<file path="src/rtl/lpc_pkg.sv">
// Shared types and constants for the LRU page cache with per-process quota.
// No dependencies; used by lpc_scan and lru_page_cache_with_process_quota.
package lpc_pkg;

  localparam int unsigned OP_W      = 2;
  localparam int unsigned CFG_W     = 5;
  localparam int unsigned CFG_IDX_W = 2;
  localparam int unsigned STAMP_W   = 32;
  localparam int unsigned SLOT_W    = 4;

  localparam logic [CFG_W-1:0] EIU_RESET   = 5'd16;
  localparam logic [CFG_W-1:0] LIMIT_RESET = 5'd4;

  typedef enum logic [OP_W-1:0] {
    OP_LOOKUP = 2'd0,
    OP_WRITE  = 2'd1,
    OP_FLUSH  = 2'd2,
    OP_CLEAR  = 2'd3
  } op_e;

  typedef enum logic [CFG_IDX_W-1:0] {
    CFG_ENTRIES_IN_USE = 2'd0,
    CFG_PROC_LIMIT     = 2'd1
  } cfg_idx_e;

  typedef enum logic [2:0] {
    ST_IDLE,
    ST_SCAN,
    ST_DECIDE,
    ST_READ,
    ST_RDOUT
  } state_e;

  // scan unit control
  typedef struct packed {
    logic clear;
    logic en;
  } scan_ctrl_t;

  // scan unit findings
  typedef struct packed {
    logic match;
    logic free;
    logic own_lru;
    logic glob_lru;
  } scan_flags_t;

  // saturating timestamp increment
  function automatic logic [STAMP_W-1:0] stamp_inc(input logic [STAMP_W-1:0] s);
    stamp_inc = (s == {STAMP_W{1'b1}}) ? s : s + STAMP_W'(1);
  endfunction

endpackage

</file>
<file path="src/rtl/lpc_scan.sv">
// Per-entry compare and accumulate unit for the page cache table scan.
// Finds first match, first free slot, owner count and owner/global LRU.
// Depends on lpc_pkg.
module lpc_scan #(
  parameter int unsigned ENTRIES    = 16,
  parameter int unsigned PID_WIDTH  = 16,
  parameter int unsigned PAGE_WIDTH = 16,
  localparam int unsigned IDXW = $clog2(ENTRIES),
  localparam int unsigned CNTW = $clog2(ENTRIES + 1)
) (
  input  logic                        clk_i,
  input  logic                        rst_ni,
  input  lpc_pkg::scan_ctrl_t         ctrl_i,
  input  logic [IDXW-1:0]             idx_i,
  input  logic                        entry_valid_i,
  input  logic [PID_WIDTH-1:0]        owner_i,
  input  logic [PAGE_WIDTH-1:0]       page_i,
  input  logic [lpc_pkg::STAMP_W-1:0] stamp_i,
  input  logic [PID_WIDTH-1:0]        req_pid_i,
  input  logic [PAGE_WIDTH-1:0]       req_page_i,
  output logic                        owner_eq_o,
  output lpc_pkg::scan_flags_t        flags_o,
  output logic [IDXW-1:0]             match_idx_o,
  output logic [IDXW-1:0]             free_idx_o,
  output logic [IDXW-1:0]             own_idx_o,
  output logic [IDXW-1:0]             glob_idx_o,
  output logic [CNTW-1:0]             own_cnt_o
);

  lpc_pkg::scan_flags_t        flags_q, flags_d;
  logic [IDXW-1:0]             match_idx_q, match_idx_d;
  logic [IDXW-1:0]             free_idx_q, free_idx_d;
  logic [IDXW-1:0]             own_idx_q, own_idx_d;
  logic [IDXW-1:0]             glob_idx_q, glob_idx_d;
  logic [lpc_pkg::STAMP_W-1:0] own_stamp_q, own_stamp_d;
  logic [lpc_pkg::STAMP_W-1:0] glob_stamp_q, glob_stamp_d;
  logic [CNTW-1:0]             own_cnt_q, own_cnt_d;
  logic                        owned;

  assign owner_eq_o = (owner_i == req_pid_i);
  assign owned      = entry_valid_i && owner_eq_o;

  always_comb begin
    flags_d      = flags_q;
    match_idx_d  = match_idx_q;
    free_idx_d   = free_idx_q;
    own_idx_d    = own_idx_q;
    glob_idx_d   = glob_idx_q;
    own_stamp_d  = own_stamp_q;
    glob_stamp_d = glob_stamp_q;
    own_cnt_d    = own_cnt_q;
    if (ctrl_i.clear) begin
      flags_d   = '0;
      own_cnt_d = '0;
    end else if (ctrl_i.en) begin
      if (owned && (page_i == req_page_i) && !flags_q.match) begin
        flags_d.match = 1'b1;
        match_idx_d   = idx_i;
      end
      if (owned) begin
        own_cnt_d = own_cnt_q + CNTW'(1);
        // strict less-than keeps the lowest index on ties
        if (!flags_q.own_lru || (stamp_i < own_stamp_q)) begin
          flags_d.own_lru = 1'b1;
          own_idx_d       = idx_i;
          own_stamp_d     = stamp_i;
        end
      end
      if (!entry_valid_i && !flags_q.free) begin
        flags_d.free = 1'b1;
        free_idx_d   = idx_i;
      end
      if (entry_valid_i && (!flags_q.glob_lru || (stamp_i < glob_stamp_q))) begin
        flags_d.glob_lru = 1'b1;
        glob_idx_d       = idx_i;
        glob_stamp_d     = stamp_i;
      end
    end
  end

  always_ff @(posedge clk_i or negedge rst_ni) begin
    if (!rst_ni) begin
      flags_q   <= '0;
      own_cnt_q <= '0;
    end else begin
      flags_q   <= flags_d;
      own_cnt_q <= own_cnt_d;
    end
  end

  always_ff @(posedge clk_i) begin
    match_idx_q  <= match_idx_d;
    free_idx_q   <= free_idx_d;
    own_idx_q    <= own_idx_d;
    glob_idx_q   <= glob_idx_d;
    own_stamp_q  <= own_stamp_d;
    glob_stamp_q <= glob_stamp_d;
  end

  assign flags_o     = flags_q;
  assign match_idx_o = match_idx_q;
  assign free_idx_o  = free_idx_q;
  assign own_idx_o   = own_idx_q;
  assign glob_idx_o  = glob_idx_q;
  assign own_cnt_o   = own_cnt_q;

endmodule

</file>
<file path="src/rtl/lru_page_cache_with_process_quota.sv">
// Top level of the fully associative LRU page cache with per-process quota.
// Holds the tag/data/timestamp tables, the sequencer and the config registers.
// Depends on lpc_pkg and lpc_scan.

// A request is taken when start is high and busy is low. Lookup and write
// scan the enabled entries one per cycle through the single read port of the
// tables, feeding one shared compare unit (match, free slot, owner count,
// owner and global LRU). A lookup hit then reads the data in the READ and
// RDOUT states; flush scans all ENTRIES. Clear, and a lookup or write while
// the cache is disabled, finish without raising busy. The result appears
// for exactly one cycle with done_o high; the receiver cannot stall it, so
// it must take it then. A new request may be started in the cycle done_o is
// shown. Config writes are always ready and must only be issued while the
// block is idle. Table contents other than the valid bits are not cleared by
// reset.
module lru_page_cache_with_process_quota #(
  parameter int unsigned ENTRIES    = 16,
  parameter int unsigned DATA_WIDTH = 64,
  parameter int unsigned PID_WIDTH  = 16,
  parameter int unsigned PAGE_WIDTH = 16
) (
  input  logic                          clk_i,
  input  logic                          rst_ni,
  // request channel
  input  logic                          start,
  output logic                          busy,
  input  logic [lpc_pkg::OP_W-1:0]      op_i,
  input  logic [PID_WIDTH-1:0]          pid_i,
  input  logic [PAGE_WIDTH-1:0]         page_i,
  input  logic [DATA_WIDTH-1:0]         write_data_i,
  // result strobe and fields
  output logic                          done_o,
  output logic                          hit_o,
  output logic [DATA_WIDTH-1:0]         read_data_o,
  output logic [lpc_pkg::SLOT_W-1:0]    slot_o,
  output logic                          evicted_o,
  // config write channel
  input  logic                          cfg_valid_i,
  output logic                          cfg_ready_o,
  input  logic [lpc_pkg::CFG_IDX_W-1:0] cfg_index_i,
  input  logic [lpc_pkg::CFG_W-1:0]     cfg_data_i
);

  localparam int unsigned IDXW = $clog2(ENTRIES);
  localparam int unsigned CNTW = $clog2(ENTRIES + 1);
  localparam int unsigned CMPW = (CNTW > lpc_pkg::CFG_W) ? CNTW : lpc_pkg::CFG_W;
  localparam int unsigned SW   = lpc_pkg::STAMP_W;

  // ---------------- tables ----------------
  logic [PID_WIDTH-1:0]  owner_mem [ENTRIES];
  logic [PAGE_WIDTH-1:0] page_mem  [ENTRIES];
  logic [DATA_WIDTH-1:0] data_mem  [ENTRIES];
  logic [SW-1:0]         stamp_mem [ENTRIES];

  logic [ENTRIES-1:0]    valid_q, valid_d;

  logic [IDXW-1:0]       rd_addr;
  logic [PID_WIDTH-1:0]  owner_rd_q;
  logic [PAGE_WIDTH-1:0] page_rd_q;
  logic [DATA_WIDTH-1:0] data_rd_q;
  logic [SW-1:0]         stamp_rd_q;

  logic                  tag_we, data_we, stamp_we;
  logic [IDXW-1:0]       tag_waddr, data_waddr, stamp_waddr;
  logic [SW-1:0]         stamp_wdata;

  // ---------------- control state ----------------
  lpc_pkg::state_e       state_q, state_d;
  logic [CNTW-1:0]       cnt_q, cnt_d;
  logic [CNTW-1:0]       len_q, len_d;
  logic                  cmp_en_q, cmp_en_d;
  logic [IDXW-1:0]       cmp_idx_q, cmp_idx_d;
  logic [SW-1:0]         use_q, use_d;

  // latched request
  lpc_pkg::op_e          op_q;
  logic [PID_WIDTH-1:0]  pid_q;
  logic [PAGE_WIDTH-1:0] page_q;
  logic [DATA_WIDTH-1:0] wdata_q;

  // config registers
  logic [lpc_pkg::CFG_W-1:0] eiu_q, limit_q;

  // result registers
  logic                        done_q, out_ld;
  logic                        hit_q, out_hit;
  logic [DATA_WIDTH-1:0]       rdata_q, out_rdata;
  logic [lpc_pkg::SLOT_W-1:0]  slot_q;
  logic [IDXW-1:0]             out_slot;
  logic                        evict_q, out_evict;

  // scan unit
  lpc_pkg::scan_ctrl_t   scan_ctrl;
  lpc_pkg::scan_flags_t  flags;
  logic                  owner_eq;
  logic [IDXW-1:0]       match_idx, free_idx, own_idx, glob_idx;
  logic [CNTW-1:0]       own_cnt;

  // ---------------- derived values ----------------
  logic                  accept;
  lpc_pkg::op_e          op_in;
  logic [CMPW-1:0]       n_wide;
  logic [CNTW-1:0]       n_cnt;
  logic [lpc_pkg::CFG_W-1:0] limit_eff;
  logic                  at_quota;
  logic [IDXW-1:0]       fill_idx;
  logic                  scan_issue;
  logic                  scan_last;

  assign busy   = (state_q != lpc_pkg::ST_IDLE);
  assign accept = start && !busy;
  assign op_in  = lpc_pkg::op_e'(op_i);

  // entries_in_use above ENTRIES acts as ENTRIES
  assign n_wide = (CMPW'(eiu_q) > CMPW'(ENTRIES)) ? CMPW'(ENTRIES) : CMPW'(eiu_q);
  assign n_cnt  = n_wide[CNTW-1:0];

  // a limit of zero acts as one
  assign limit_eff = (limit_q == '0) ? lpc_pkg::CFG_W'(1) : limit_q;
  assign at_quota  = (CMPW'(own_cnt) >= CMPW'(limit_eff));

  // after evicting the owner's LRU entry the lowest free slot is the lower
  // of the old free slot and the victim; with no quota hit the cache is full
  // exactly when no free slot was seen, and the global LRU slot is refilled
  always_comb begin
    if (at_quota) begin
      fill_idx = (flags.free && (free_idx < own_idx)) ? free_idx : own_idx;
    end else begin
      fill_idx = flags.free ? free_idx : glob_idx;
    end
  end

  assign scan_last  = (cnt_q == len_q);
  assign scan_issue = (state_q == lpc_pkg::ST_SCAN) && !scan_last;

  lpc_scan #(
    .ENTRIES    (ENTRIES),
    .PID_WIDTH  (PID_WIDTH),
    .PAGE_WIDTH (PAGE_WIDTH)
  ) u_scan (
    .clk_i         (clk_i),
    .rst_ni        (rst_ni),
    .ctrl_i        (scan_ctrl),
    .idx_i         (cmp_idx_q),
    .entry_valid_i (valid_q[cmp_idx_q]),
    .owner_i       (owner_rd_q),
    .page_i        (page_rd_q),
    .stamp_i       (stamp_rd_q),
    .req_pid_i     (pid_q),
    .req_page_i    (page_q),
    .owner_eq_o    (owner_eq),
    .flags_o       (flags),
    .match_idx_o   (match_idx),
    .free_idx_o    (free_idx),
    .own_idx_o     (own_idx),
    .glob_idx_o    (glob_idx),
    .own_cnt_o     (own_cnt)
  );

  // ---------------- next state ----------------
  always_comb begin
    state_d = state_q;
    unique case (state_q)
      lpc_pkg::ST_IDLE: begin
        if (accept) begin
          unique case (op_in)
            lpc_pkg::OP_FLUSH: state_d = lpc_pkg::ST_SCAN;
            lpc_pkg::OP_CLEAR: state_d = lpc_pkg::ST_IDLE;
            default: state_d = (n_cnt == '0) ? lpc_pkg::ST_IDLE : lpc_pkg::ST_SCAN;
          endcase
        end
      end
      lpc_pkg::ST_SCAN: begin
        if (scan_last) begin
          state_d = (op_q == lpc_pkg::OP_FLUSH) ? lpc_pkg::ST_IDLE : lpc_pkg::ST_DECIDE;
        end
      end
      lpc_pkg::ST_DECIDE: begin
        if (flags.match && (op_q == lpc_pkg::OP_LOOKUP)) begin
          state_d = lpc_pkg::ST_READ;
        end else begin
          state_d = lpc_pkg::ST_IDLE;
        end
      end
      lpc_pkg::ST_READ:  state_d = lpc_pkg::ST_RDOUT;
      lpc_pkg::ST_RDOUT: state_d = lpc_pkg::ST_IDLE;
      default:           state_d = lpc_pkg::ST_IDLE;
    endcase
  end

  // ---------------- sequencer outputs ----------------
  always_comb begin
    cnt_d       = cnt_q;
    len_d       = len_q;
    cmp_en_d    = 1'b0;
    cmp_idx_d   = cnt_q[IDXW-1:0];
    use_d       = use_q;
    valid_d     = valid_q;
    rd_addr     = cnt_q[IDXW-1:0];
    scan_ctrl   = '{clear: 1'b0, en: 1'b0};
    tag_we      = 1'b0;
    data_we     = 1'b0;
    stamp_we    = 1'b0;
    tag_waddr   = fill_idx;
    data_waddr  = fill_idx;
    stamp_waddr = fill_idx;
    stamp_wdata = lpc_pkg::stamp_inc(use_q);
    out_ld      = 1'b0;
    out_hit     = 1'b0;
    out_rdata   = '0;
    out_slot    = '0;
    out_evict   = 1'b0;

    unique case (state_q)
      lpc_pkg::ST_IDLE: begin
        if (accept) begin
          cnt_d           = '0;
          scan_ctrl.clear = 1'b1;
          unique case (op_in)
            lpc_pkg::OP_FLUSH: len_d = CNTW'(ENTRIES);
            lpc_pkg::OP_CLEAR: begin
              valid_d = '0;
              out_ld  = 1'b1;
            end
            default: begin
              len_d  = n_cnt;
              // disabled cache answers all zero at once
              out_ld = (n_cnt == '0);
            end
          endcase
        end
      end
      lpc_pkg::ST_SCAN: begin
        scan_ctrl.en = cmp_en_q;
        if (scan_issue) begin
          cnt_d    = cnt_q + CNTW'(1);
          cmp_en_d = 1'b1;
        end
        if (cmp_en_q && (op_q == lpc_pkg::OP_FLUSH) && owner_eq) begin
          valid_d[cmp_idx_q] = 1'b0;
        end
        if (scan_last && (op_q == lpc_pkg::OP_FLUSH)) begin
          out_ld = 1'b1;
        end
      end
      lpc_pkg::ST_DECIDE: begin
        if (flags.match) begin
          use_d       = lpc_pkg::stamp_inc(use_q);
          stamp_we    = 1'b1;
          stamp_waddr = match_idx;
          if (op_q == lpc_pkg::OP_WRITE) begin
            data_we    = 1'b1;
            data_waddr = match_idx;
            out_ld     = 1'b1;
            out_hit    = 1'b1;
            out_slot   = match_idx;
          end
        end else if (op_q == lpc_pkg::OP_WRITE) begin
          // write miss: drop the victim, if any, then fill
          if (at_quota) begin
            valid_d[own_idx] = 1'b0;
          end else if (!flags.free) begin
            valid_d[glob_idx] = 1'b0;
          end
          valid_d[fill_idx] = 1'b1;
          use_d     = lpc_pkg::stamp_inc(use_q);
          tag_we    = 1'b1;
          data_we   = 1'b1;
          stamp_we  = 1'b1;
          out_ld    = 1'b1;
          out_slot  = fill_idx;
          out_evict = at_quota || !flags.free;
        end else begin
          out_ld = 1'b1;
        end
      end
      lpc_pkg::ST_READ: begin
        rd_addr = match_idx;
      end
      lpc_pkg::ST_RDOUT: begin
        out_ld    = 1'b1;
        out_hit   = 1'b1;
        out_rdata = data_rd_q;
        out_slot  = match_idx;
      end
      default: ;
    endcase
  end

  // ---------------- registers ----------------
  always_ff @(posedge clk_i or negedge rst_ni) begin
    if (!rst_ni) begin
      state_q  <= lpc_pkg::ST_IDLE;
      cnt_q    <= '0;
      len_q    <= '0;
      cmp_en_q <= 1'b0;
      use_q    <= '0;
      valid_q  <= '0;
      done_q   <= 1'b0;
      eiu_q    <= lpc_pkg::EIU_RESET;
      limit_q  <= lpc_pkg::LIMIT_RESET;
    end else begin
      state_q  <= state_d;
      cnt_q    <= cnt_d;
      len_q    <= len_d;
      cmp_en_q <= cmp_en_d;
      use_q    <= use_d;
      valid_q  <= valid_d;
      done_q   <= out_ld;
      if (cfg_valid_i && cfg_ready_o) begin
        unique case (lpc_pkg::cfg_idx_e'(cfg_index_i))
          lpc_pkg::CFG_ENTRIES_IN_USE: eiu_q   <= cfg_data_i;
          lpc_pkg::CFG_PROC_LIMIT:     limit_q <= cfg_data_i;
          default: ;
        endcase
      end
    end
  end

  always_ff @(posedge clk_i) begin
    cmp_idx_q <= cmp_idx_d;
    if (accept) begin
      op_q    <= op_in;
      pid_q   <= pid_i;
      page_q  <= page_i;
      wdata_q <= write_data_i;
    end
    if (out_ld) begin
      hit_q   <= out_hit;
      rdata_q <= out_rdata;
      slot_q  <= lpc_pkg::SLOT_W'(out_slot);
      evict_q <= out_evict;
    end
  end

  // table read port, registered
  always_ff @(posedge clk_i) begin
    owner_rd_q <= owner_mem[rd_addr];
    page_rd_q  <= page_mem[rd_addr];
    data_rd_q  <= data_mem[rd_addr];
    stamp_rd_q <= stamp_mem[rd_addr];
  end

  // table write ports
  always_ff @(posedge clk_i) begin
    if (tag_we) begin
      owner_mem[tag_waddr] <= pid_q;
      page_mem[tag_waddr]  <= page_q;
    end
    if (data_we) begin
      data_mem[data_waddr] <= wdata_q;
    end
    if (stamp_we) begin
      stamp_mem[stamp_waddr] <= stamp_wdata;
    end
  end

  assign cfg_ready_o = 1'b1;
  assign done_o      = done_q;
  assign hit_o       = hit_q;
  assign read_data_o = rdata_q;
  assign slot_o      = slot_q;
  assign evicted_o   = evict_q;

  // ---------------- assertions ----------------
  // a result only follows an accepted request or work in progress
  a_done_cause: assert property (@(posedge clk_i) disable iff (!rst_ni)
    done_o |-> $past(busy || start))
    else $error("result without a request");

  // a hit never reports an eviction
  a_hit_no_evict: assert property (@(posedge clk_i) disable iff (!rst_ni)
    done_o |-> !(hit_o && evicted_o))
    else $error("hit and eviction in one result");

  // read data is zero unless the request hit
  a_miss_zero: assert property (@(posedge clk_i) disable iff (!rst_ni)
    (done_o && !hit_o) |-> (read_data_o == '0))
    else $error("read data on a miss");

  // the use counter never goes backward
  a_use_mono: assert property (@(posedge clk_i) disable iff (!rst_ni)
    1'b1 |=> (use_q >= $past(use_q)))
    else $error("use counter decreased");

endmodule
</file>
<file path="config.mk">
export PLATFORM = sky130hd
export DESIGN_NAME = lru_page_cache_with_process_quota
export DESIGN_NICKNAME = d
export VERILOG_FILES = /design/src/rtl/lpc_pkg.sv /design/src/rtl/lpc_scan.sv /design/src/rtl/lru_page_cache_with_process_quota.sv
export SDC_FILE = /design/constraint.sdc
export NUM_CORES = 2
export LEC_CHECK = 0
export BUFFER_PORTS_ARGS = -buffer_cell sky130_fd_sc_hd__clkbuf_2
export CELL_PAD_IN_SITES_DETAIL_PLACEMENT = 2
export CELL_PAD_IN_SITES_GLOBAL_PLACEMENT = 2
export CORE_MARGIN = 8
export CORE_UTILIZATION = 47
export CTS_BUF_LIST = sky130_fd_sc_hd__clkbuf_8
export DETAILED_ROUTE_END_ITERATION = 8
export GPL_TIMING_DRIVEN = 1
export PLACE_DENSITY = 0.76
export SYNTH_ARGS = -nofsm -noshare
export SYNTH_HDL_FRONTEND = slang
export SYNTH_SLANG_ARGS = --single-unit
</file>
<file path="constraint.sdc">
create_clock -name clk_i -period 8.3 [get_ports clk_i]
set_clock_uncertainty 0.1 [all_clocks]
set_input_delay 1.66 -clock clk_i [delete_from_list [all_inputs] [get_ports clk_i]]
set_output_delay 1.66 -clock clk_i [all_outputs]
set_load 0.02 [all_outputs]
</file>
==> metrics <==
Critical Path Max Stage Delay 0.85 ns; post-route minimum period 6.39 ns; clock transition at the registers of the reported paths 0.07 ns; Die X 468 µm; first-pass GRT wire length 473 mm; Starting Density 47.1%; failing checks max-capacitance violations; Post-Synth XOR/XNOR Area 0.949%; DRC Markers 0; post-synthesis mux area share 12.3%; Final setup viols 0; Leak 36.0 nW; Int Pwr 23.6 mW; Post-Syn Area per Cell 20.0 µm²; Post-synth EDFFs 2296; per-cell routed wire length 40.5 µm; Top Layer Used met5; setup bufs post-CTS 0; cts bufs inserted 420; via count 53229; Startpoint Class register; vias in the first global route 58416; fmax 156 MHz; WL met3 24.5 mm; Multi-input gate area 21100 µm²; crit path max fanout 39; core area 204000 µm²; Async SR Flop Fraction 3.27%; critical path required time 8.92 ns; Post-Route WL 336 mm; Root Buffer clkbuf_8; syn_nets 4972; compound-cell area share of the yosys netlist 3.12%; final hold violation count 0; CP max-delay cell o21a_1; main combinational cell family by area after synthesis multiplexers; WL met1 128 mm; sw power 11.8 mW; register area share after synthesis 76.8%; crit end category register; Post-Syn Area 95900 µm²; synth-to-layout area growth 12.8%; IO Port Bufs 180; combinational fraction of design power 24.0%; io pins 182; actual slew at the worst max-slew pin 1.49 ns; cells along the critical path inv_1, a41o_1, ha_1, nand2b_1, a31oi_1, o21a_1, a21oi_1, nor2_1, a31oi_1, nor3_2, buf_4, buf_4; Synth Instances 4790; Antenna Nets Post-Route 0; met2 wire length 170 mm; Clock Tree Buf Depth 4; CTS tree yes; final worst path period share 77.0%; Nets 5449; GPL Wtd Cong 0.798; number of fill cells 17255; Clock power frac 31.4%; family with the most delay on the worst path compound AO/OA/AOI/OAI gates; Register Area 73600 µm²; largest net degree at the start of global routing 145; Primary FF master, synth edfxtp_1; die area 219000 µm²; distinct cell type count after synthesis 82; Sink Count 2510; Sw Ratio 33.3%; DRT iter0 DRCs 6424; Worst Hold Class input pin to async pin; TNS Setup 0 ns; status finished with violations; final-report max-slew violation count 0; initial antenna violation count 13; power per cell area 326 nW/µm²; post-synthesis simple-gate area fraction 4.18%; CP Buf/Inv Count 3; RSZ-0062 raised after global routing false; YS warnings 0; Clock Latency Late Sink 1.11 ns; GRT Total Usage 30.4%; Hold Buf Count CTS 0; ratio of cells with drive above 1 in the final layout 25.7%; DP HPWL 179 mm; Vias per Instance 6.42; Relative slew margins 0.120%; Initial DRT Pass Iterations 5; H-tree Lvls 5; reg2reg setup slack 1.91 ns; maximum vdd drop 0.000261 V; GRT overflow 0; CP Data Arrival Time 7.01 ns; adder-cell area share of the yosys netlist 0.952%; DIE HEIGHT 468 µm; Core Rows 166; Post-CTS Resized 0; dpl cells 7533; Worst Setup Path Type register to register; #FFs+latches synth 2510; Flop pwr share 44.6%; maxcap violations 2; Finished Layout Cells 8296
state kept, by name, summed over array words and instances (netlist names), 16 cells and up:
register / count
wdata_q: 64
stamp_rd_q: 32
valid_q: 16
page_mem: 256
stamp_mem: 512
data_rd_q: 64
owner_mem: 256
page_rd_q: 16
pid_q: 16
data_mem: 1024
page_q: 16
read_data_o: 64
use_q: 32
owner_rd_q: 16
u_scan.glob_stamp_q: 32
u_scan.own_stamp_q: 32
path summary, 6_finish.rpt:
| path | startpoint | cells past startpoint | endpoint |
|---|---|---|---|
| max in group asynchronous | rst_ni | 2 | valid_q[9] |
| setup reg to reg | limit_q[2] | 12 | data_mem[8][12] |
| hold / removal | rst_ni | 1 | use_q[17] |
| setup / recovery | limit_q[2] | 12 | data_mem[8][12] |
| min in group clk_i | stamp_rd_q[30] | 0 | u_scan.glob_stamp_q[30] |
| hold reg to reg | stamp_rd_q[30] | 0 | u_scan.glob_stamp_q[30] |
layout make-up:
class	count	share of cell area, %
Inverter	82	0.289
Antenna cell	3	0.00693
Timing Repair Buffer	294	1.72
Clock buffer	466	5.92
Sequential cell	2510	68.0
Tap cell	2688	3.11
Multi-Input combinational cell	1959	19.5
Clock inverter	294	1.40
logic make-up (layout without fill, tap and decap cells):
| logic type | Yosys count | in the layout |
|---|---|---|
| flops | 2510 | 2510 |
| simple gates | 808 | 808 |
| mux | 534 | 534 |
| compound gates | 439 | 439 |
| buf+inv | 321 | 1136 |
| xor+xnor | 104 | 104 |
| fa+ha+maj | 73 | 73 |
| other cells | 1 | 4 |
layout by cell type, fill, tap and decap left out, drive strengths merged, types with 4 or more instances in the layout:
| cell | n |
|---|---|
| edfxtp | 2296 |
| clkbuf | 645 |
| mux4 | 517 |
| nand2 | 330 |
| inv | 255 |
| and2 | 195 |
| a31oi | 148 |
| a211oi | 135 |
| dfxtp | 132 |
| buf | 115 |
| clkinv | 104 |
| nor2 | 103 |
| dfrtp | 80 |
| ha | 73 |
| xor2 | 63 |
| nand3 | 52 |
| xnor2 | 41 |
| a21oi | 39 |
| o21ai | 37 |
| nand4 | 28 |
| nor3 | 18 |
| nand2b | 17 |
| and3 | 17 |
| a21o | 14 |
| o31ai | 12 |
| bufinv | 12 |
| mux2 | 12 |
| nor4 | 12 |
| o211ai | 11 |
| nor3b | 11 |
| nor2b | 9 |
| o2bb2ai | 6 |
| o22ai | 5 |
| clkinvlp | 5 |
| mux2i | 5 |
| a22o | 4 |
per-layer routing:
layer	global-route usage, %	vias to the layer above
met1	39.3	28981
met4	11.3	8
met5	0	-
met3	5.42	765
li1	-	20344
met2	51.9	3131
through the flow:
step	cell area (µm²)	utilization [%]	setup WS (ns)	power (mW)	hold WS [ns]
after floorplan	95900	-	0.822	21.2	0.330
after global placement	100000	49.2	2.77	23.4	0.371
after detailed placement	100000	49.2	2.29	24.1	0.397
after CTS	108000	53.1	2.01	35.5	0.279
after global routing	108000	53.1	1.82	36.4	0.322
final	108000	53.1	1.91	35.3	0.364
power groups by stage:
stage	Clock [mW]	Combinational, mW	Sequential [mW]
floorplan	0	5.79	15.4
global placement	0	7.69	15.7
detailed placement	0	8.19	15.9
CTS	11.3	8.53	15.7
global route	11.7	8.94	15.8
finish	11.1	8.48	15.8
synthesized netlist by cell type, types with 3 or more instances:
cell / count / area, µm²
or3_1: 3 / 18.8
mux2i_1: 4 / 40.0
o41ai_1: 3 / 26.3
nor2b_1: 9 / 56.3
xnor2_1: 41 / 359
mux4_2: 517 / 11600
clkbuf_4: 4 / 30.0
a31oi_1: 148 / 926
buf_4: 15 / 113
nand2b_1: 17 / 106
o21ai_0: 30 / 150
o21ai_1: 7 / 35.0
inv_1: 81 / 304
buf_6: 37 / 417
nor3_1: 18 / 90.1
ha_1: 73 / 913
nor4_1: 9 / 56.3
mux2_2: 12 / 135
and2_1: 194 / 1210
nor3b_1: 10 / 75.1
nor2_1: 102 / 383
dfrtp_1: 80 / 2000
and3_1: 17 / 106
a21oi_1: 37 / 185
and4_1: 3 / 26.3
a22o_1: 4 / 35.0
dfxtp_1: 132 / 2640
nand3_1: 50 / 250
o211ai_1: 11 / 82.6
nand2_2: 4 / 25.0
nand4_1: 27 / 169
a21o_1: 14 / 105
o22ai_1: 5 / 31.3
buf_2: 64 / 320
nand2_1: 326 / 1220
xor2_1: 63 / 552
o31ai_1: 12 / 90.1
o2bb2ai_1: 6 / 52.6
edfxtp_1: 2296 / 68900
clkbuf_1: 112 / 420
buf_1: 6 / 22.5
a211oi_1: 134 / 1010
Power figures use the tool's default switching activity.
